--- config.mk ---
export PLATFORM = sky130hd
export DESIGN_NAME = hmbs_ctrl
export DESIGN_NICKNAME = d
export VERILOG_FILES = /design/src/hmbs_pkg.sv /design/src/hmbs_ctrl.sv
export SDC_FILE = /design/constraint.sdc
export NUM_CORES = 1
export LEC_CHECK = 0
export BUFFER_PORTS_ARGS = -buffer_cell sky130_fd_sc_hd__buf_2
export CORE_MARGIN = 2
export CORE_UTILIZATION = 35
export CTS_CLUSTER_SIZE = 28
export DETAILED_ROUTE_END_ITERATION = 12
export PLACE_DENSITY = 0.57
export SYNTH_ARGS = -nofsm -noshare
export SYNTH_HDL_FRONTEND = slang
export SYNTH_SLANG_ARGS = --single-unit
--- constraint.sdc ---
create_clock -name clk_i -period 1.34 [get_ports clk_i]
set_clock_uncertainty 0.05 [all_clocks]
set_input_delay 0.268 -clock clk_i [delete_from_list [all_inputs] [get_ports clk_i]]
set_output_delay 0.268 -clock clk_i [all_outputs]
set_load 0.01 [all_outputs]
--- src/hmbs_pkg.sv ---
// ----------------------------------------------------------------------------
// hmbs_pkg
// Shared constants and controller/datapath interface types for the heightmap
// store and bilinear sampler.
// ----------------------------------------------------------------------------
package hmbs_pkg;

  // Store dimensions.
  localparam int MAX_TILES_X = 128;
  localparam int MAX_TILES_Z = 128;
  localparam int MAX_PLANES  = 4;
  localparam int DEPTH       = MAX_PLANES * MAX_TILES_Z * MAX_TILES_X;
  localparam int ADDR_W      = $clog2(DEPTH);

  // Field widths.
  localparam int OP_W       = 2;
  localparam int TILE_W     = 7;
  localparam int FRAC_W     = 7;
  localparam int PLANE_W    = 2;
  localparam int FOOT_W     = 7;
  localparam int HEIGHT_W   = 16;
  localparam int GRID_W     = 8;
  localparam int LEVEL_W    = 3;
  localparam int CFG_IDX_W  = 2;
  localparam int CFG_DATA_W = 8;

  // Coordinate compare width: holds a tile plus a footprint, and any grid size.
  localparam int MAX_TILES  = (MAX_TILES_X > MAX_TILES_Z) ? MAX_TILES_X : MAX_TILES_Z;
  localparam int COORD_SPAN = (MAX_TILES > 2 ** (TILE_W + 1)) ? MAX_TILES : 2 ** (TILE_W + 1);
  localparam int CMP_W      = $clog2(COORD_SPAN + 1);
  localparam int LVL_SPAN   = (MAX_PLANES > 2 ** LEVEL_W) ? MAX_PLANES : 2 ** LEVEL_W;
  localparam int LVL_CW     = $clog2(LVL_SPAN + 1);

  // Opcodes.
  localparam logic [OP_W-1:0] OP_WRITE     = 2'd0;
  localparam logic [OP_W-1:0] OP_FOOTPRINT = 2'd1;
  localparam logic [OP_W-1:0] OP_SAMPLE    = 2'd2;
  localparam logic [OP_W-1:0] OP_NONE      = 2'd3;

  // Configuration register indexes.
  localparam logic [CFG_IDX_W-1:0] REG_GRID_WIDTH  = 2'd0;
  localparam logic [CFG_IDX_W-1:0] REG_GRID_DEPTH  = 2'd1;
  localparam logic [CFG_IDX_W-1:0] REG_LEVEL_COUNT = 2'd2;

  // Step codes of the shared interpolation unit.
  localparam logic [1:0] STEP_ROW0 = 2'd0;
  localparam logic [1:0] STEP_ROW1 = 2'd1;
  localparam logic [1:0] STEP_COL  = 2'd2;

  typedef struct packed {
    logic       accept;     // latch the incoming word
    logic       prep;       // register the corner addresses
    logic       clr_en;     // clearing pass writes one entry
    logic       rd_en;      // read one corner
    logic [1:0] rd_idx;
    logic       calc_en;    // one step of the arithmetic unit
    logic [1:0] calc_step;
    logic       commit;     // load the result register; an in-range height write is stored
  } hmbs_cmd_t;

  typedef struct packed {
    logic [OP_W-1:0] op;
    logic            err;
    logic            clr_last;
  } hmbs_sts_t;

endpackage

--- src/hmbs_ctrl.sv ---
// ----------------------------------------------------------------------------
// hmbs_ctrl
// Sequencer: clearing pass after reset, input and output handshakes, corner
// read sequence and arithmetic steps.
// ----------------------------------------------------------------------------
module hmbs_ctrl (
  input  logic                clk_i,
  input  logic                rst_ni,
  input  logic                in_valid_i,
  output logic                in_stall_o,
  output logic                out_valid_o,
  input  logic                out_stall_i,
  input  hmbs_pkg::hmbs_sts_t sts_i,
  output hmbs_pkg::hmbs_cmd_t cmd_o
);

  localparam logic [2:0] S_CLEAR = 3'd0;
  localparam logic [2:0] S_IDLE  = 3'd1;
  localparam logic [2:0] S_PREP  = 3'd2;
  localparam logic [2:0] S_READ  = 3'd3;
  localparam logic [2:0] S_DRAIN = 3'd4;
  localparam logic [2:0] S_CALC  = 3'd5;
  localparam logic [2:0] S_DONE  = 3'd6;

  logic [2:0] state_q, state_d;
  logic [1:0] rd_cnt_q, rd_cnt_d;
  logic [1:0] step_q, step_d;
  logic       out_valid_q, out_valid_d;
  logic       out_free;

  // The result register can take a new word when empty or emptied this cycle.
  assign out_free = !out_valid_q || !out_stall_i;

  always_comb begin
    state_d   = state_q;
    rd_cnt_d  = rd_cnt_q;
    step_d    = step_q;
    cmd_o     = '0;
    cmd_o.rd_idx    = rd_cnt_q;
    cmd_o.calc_step = step_q;
    case (state_q)
      S_CLEAR: begin
        cmd_o.clr_en = 1'b1;
        if (sts_i.clr_last) begin
          state_d = S_IDLE;
        end
      end
      S_IDLE: begin
        if (in_valid_i) begin
          cmd_o.accept = 1'b1;
          state_d      = S_PREP;
        end
      end
      S_PREP: begin
        cmd_o.prep = 1'b1;
        rd_cnt_d   = 2'd0;
        if (sts_i.err || (sts_i.op inside {hmbs_pkg::OP_WRITE, hmbs_pkg::OP_NONE})) begin
          state_d = S_DONE;
        end else begin
          state_d = S_READ;
        end
      end
      S_READ: begin
        cmd_o.rd_en = 1'b1;
        rd_cnt_d    = rd_cnt_q + 2'd1;
        if (rd_cnt_q == 2'd3) begin
          state_d = S_DRAIN;
        end
      end
      S_DRAIN: begin
        step_d  = hmbs_pkg::STEP_ROW0;
        state_d = S_CALC;
      end
      S_CALC: begin
        cmd_o.calc_en = 1'b1;
        if (sts_i.op == hmbs_pkg::OP_FOOTPRINT || step_q == hmbs_pkg::STEP_COL) begin
          state_d = S_DONE;
        end else begin
          step_d = step_q + 2'd1;
        end
      end
      S_DONE: begin
        if (out_free) begin
          cmd_o.commit = 1'b1;
          state_d      = S_IDLE;
        end
      end
      default: begin
        state_d = S_IDLE;
      end
    endcase
  end

  always_comb begin
    out_valid_d = out_valid_q;
    if (cmd_o.commit) begin
      out_valid_d = 1'b1;
    end else if (out_valid_q && !out_stall_i) begin
      out_valid_d = 1'b0;
    end
  end

  always_ff @(posedge clk_i or negedge rst_ni) begin
    if (!rst_ni) begin
      state_q     <= S_CLEAR;
      rd_cnt_q    <= 2'd0;
      step_q      <= 2'd0;
      out_valid_q <= 1'b0;
    end else begin
      state_q     <= state_d;
      rd_cnt_q    <= rd_cnt_d;
      step_q      <= step_d;
      out_valid_q <= out_valid_d;
    end
  end

  assign in_stall_o  = (state_q != S_IDLE);
  assign out_valid_o = out_valid_q;

endmodule

==> results.json <==
{
  "route.detailed.drc": 0,
  "grt_start_max_net_pins": 9,
  "violations": "negative setup slack",
  "most-common-layout-cells": "buf_4 (20), buf_2 (18), nand2_1 (6)",
  "drv_cap": 0,
  "synth.avg_cell_area_um2": 8.68,
  "r2r-start": "state_q[0]$_DFFE_PN0P_",
  "holdCritStartpoint": "out_stall_i",
  "p_leak_nw": 0.506,
  "path_cells": "buf_6, buf_4, mux2i_1, a32oi_4, a21oi_2, a41oi_2",
  "fmax_mhz": 634,
  "die_y_um": 44.8,
  "first_iter_violations": 14,
  "endpoint_kind": "register",
  "netlist_instances": 67,
  "final_common_cell": "buf_4",
  "viasPerCell": 5.35,
  "cts.path.max_buffers": 2,
  "critical_path_arrival_ns": 1.69,
  "n_fill_cell": 123,
  "finalPower_mw": 2.26,
  "cpPeakStageDelay_ns": 0.47,
  "dp.cells": 115,
  "synth_warnings": 0,
  "setup-tns-final_ns": -1.80,
  "critPathBufInv": 2,
  "synth_fp_nets": 80,
  "yosysSeqAreaShare_pct": 34.4,
  "ys_ff_latch": 8,
  "grt_overflow_total": 0,
  "critPathKind": "register to register",
  "grt_pass1_wl_um": 2750,
  "crit_required_ns": 1.45,
  "dp_hpwl_um": 1180,
  "antenna_cells": 0,
  "finalCriticalPeriod_ns": 1.58,
  "drive_above_1_share_pct": 60.9,
  "cp_num_cells": 6,
  "hold_viol_final": 0,
  "cts-htree-levels": 1,
  "ir_drop_v": 0.00132,
  "cts.sinks": 8,
  "chipWidth_um": 44.8,
  "cpLargestDelayFamily": "compound AO/OA/AOI/OAI gates",
  "slowest_stage": "dfrtp_2",
  "crit_fanout": 6,
  "grt_usage_pct": 18.9,
  "postLayoutCoreUtil_pct": 66.4,
  "area_growth_pct": 74.0,
  "fin_crit_sh_pct": 118,
  "fin_cells": 126,
  "first_pass_iters": 4,
  "min_to": "out_valid_o$_DFFE_PN0P_",
  "cts_tree": "yes",
  "die_area_mm2": 0.00200,
  "status": "finished with violations",
  "start_kind": "register",
  "syn_area_um2": 582,
  "hp-class": "input port to register",
  "synthDistinctLibCells": 27,
  "coreArea_mm2": 0.00152,
  "slew_headroom_pct": 80.9,
  "reg2reg_slack_ns": -0.24,
  "worstSkewPairLatency_ns": 0.25,
  "whs_path_depth": 3,
  "rsz0062_at_grt": "yes",
  "cts_buffers": 3,
  "vias": 674,
  "ioPinCount": 20,
  "final_nets": 125,
  "cts.reportedPaths.clkPinSlew_ns": 0.05,
  "finalSetupViolCount": 11,
  "r2r-end": "state_q[0]$_DFFE_PN0P_",
  "wl_per_cell_um": 14.8,
  "gp_congestion": 0.786,
  "antenna_left": 0,
  "start_util_pct": 38.2,
  "p_per_area_mw_per_mm2": 2240,
  "tightest_slew_ns": 0.279,
  "multi_input_area_um2": 438,
  "final.setup.worst_slack_ns": -0.238,
  "first_global_vias": 651,
  "drv_slew": 0,
  "worstRegToRegCells": 6,
  "dpl_worst_slack_ns": -0.103,
  "wirelength_um": 1860,
  "fp-row-count": 14,
  "portBuffers": 19,
  "antenna_found_initial": 0,
  "root_buffer": "clkbuf_4",
  "final-seq-area_um2": 204
}
-- metal layers --
layer	part of all wire [%]	vias up	GRT usage, %
met5	0	-	0
met3	5.2	4	3.60
li1	-	323	-
met2	52	23	30.4
met1	41	324	23.6
met4	1.5	0	10.6
-- synthesized netlist by cell type, drive strengths merged --
master	instances	area share, %
or3	1	1.1
o21ai	7	6.0
a31oi	1	1.1
buf	4	5.8
nor2b	1	1.1
a2bb2oi	2	3.0
nor2	6	3.9
and3	1	1.1
inv	5	3.2
nand3b	1	1.3
o22ai	1	1.1
nor3	2	1.7
a41oi	1	1.5
nand3	1	0.86
nor3b	1	1.3
or2b	1	1.3
dfrtp	8	34
a32oi	1	2.8
a21oi	3	2.6
nor4	1	1.1
mux2i	3	5.2
nand2b	2	2.2
o211ai	1	1.3
ha	5	11
nand2	7	4.5
-- worst max path at each step --
stage / end / slack (ns) / from
finish: state_q[0]$_DFFE_PN0P_ / -0.24 / state_q[0]$_DFFE_PN0P_
detailed placement: state_q[2]$_DFFE_PN0P_ / -0.10 / sts_i[2]
global placement: state_q[2]$_DFFE_PN0P_ / -0.07 / sts_i[2]
CTS: cmd_o[7] / -0.22 / state_q[0]$_DFFE_PN0P_
global route: state_q[0]$_DFFE_PN0P_ / -0.28 / state_q[0]$_DFFE_PN0P_
floorplan: state_q[0]$_DFFE_PN0P_ / 0.002 / state_q[1]$_DFFE_PN0P_
-- state kept, by name (all words and copies together), names as in the netlist --
| signal | cells |
|---|---|
| rd_cnt_q | 2 |
| step_q | 2 |
| state_q | 3 |
| out_valid_o | 1 |
-- logic make-up (layout without fill, tap and decap cells) --
| kind of cell | after synthesis | count (layout) | synth area share, % |
|---|---|---|---|
| AND/OR/NAND/NOR | 25 | 25 | 21.3 |
| flip-flops | 8 | 8 | 34.4 |
| adder cells (fa/ha/maj) | 5 | 5 | 10.8 |
| multiplexers | 3 | 3 | 5.16 |
| buffers and inverters | 9 | 52 | 9.03 |
| AO/OA/AOI/OAI | 17 | 17 | 19.4 |
-- area by class of cell --
| class | count | share of cell area, % |
|---|---|---|
| multi-input cells | 50 | 43.3 |
| repair buffers | 44 | 30.3 |
| flip-flops and latches | 8 | 20.1 |
| clock buffers | 3 | 2.22 |
| inverters | 5 | 2.10 |
| well taps | 16 | 1.98 |
-- metrics by stage --
step / cell area (um^2) / hold WS [ns]
final: 1010 / 0.255
after global routing: 1010 / 0.273
after CTS: 913 / 0.232
after detailed placement: 815 / 0.0751
after global placement: 815 / 0.0708
after floorplan: 609 / -0.0776
-- repair_timing --
action                                  4_1_cts  5_1_grt
pin swaps                                     9        6
buffers inserted                              5        2
gates cloned                                  0        0
endpoints found under the setup margin       12       12
gates resized for setup                      11       17
hold endpoints to repair                      8        0
hold buffers                                  1        0
-- worst min-delay path: stages --
cell	delay [ns]
buf_2	0.09
nand2_1	0.10
nand2_1	0.07
-- power by group --
group | total, mW | internal [mW] | switching [mW] | leakage (nW)
combinational | 1.61 | 0.887 | 0.727 | 0.392
sequential | 0.464 | 0.337 | 0.128 | 0.101
clock | 0.186 | 0.103 | 0.0837 | 0.0138
No activity file was read; power rests on OpenSTA's default activity.
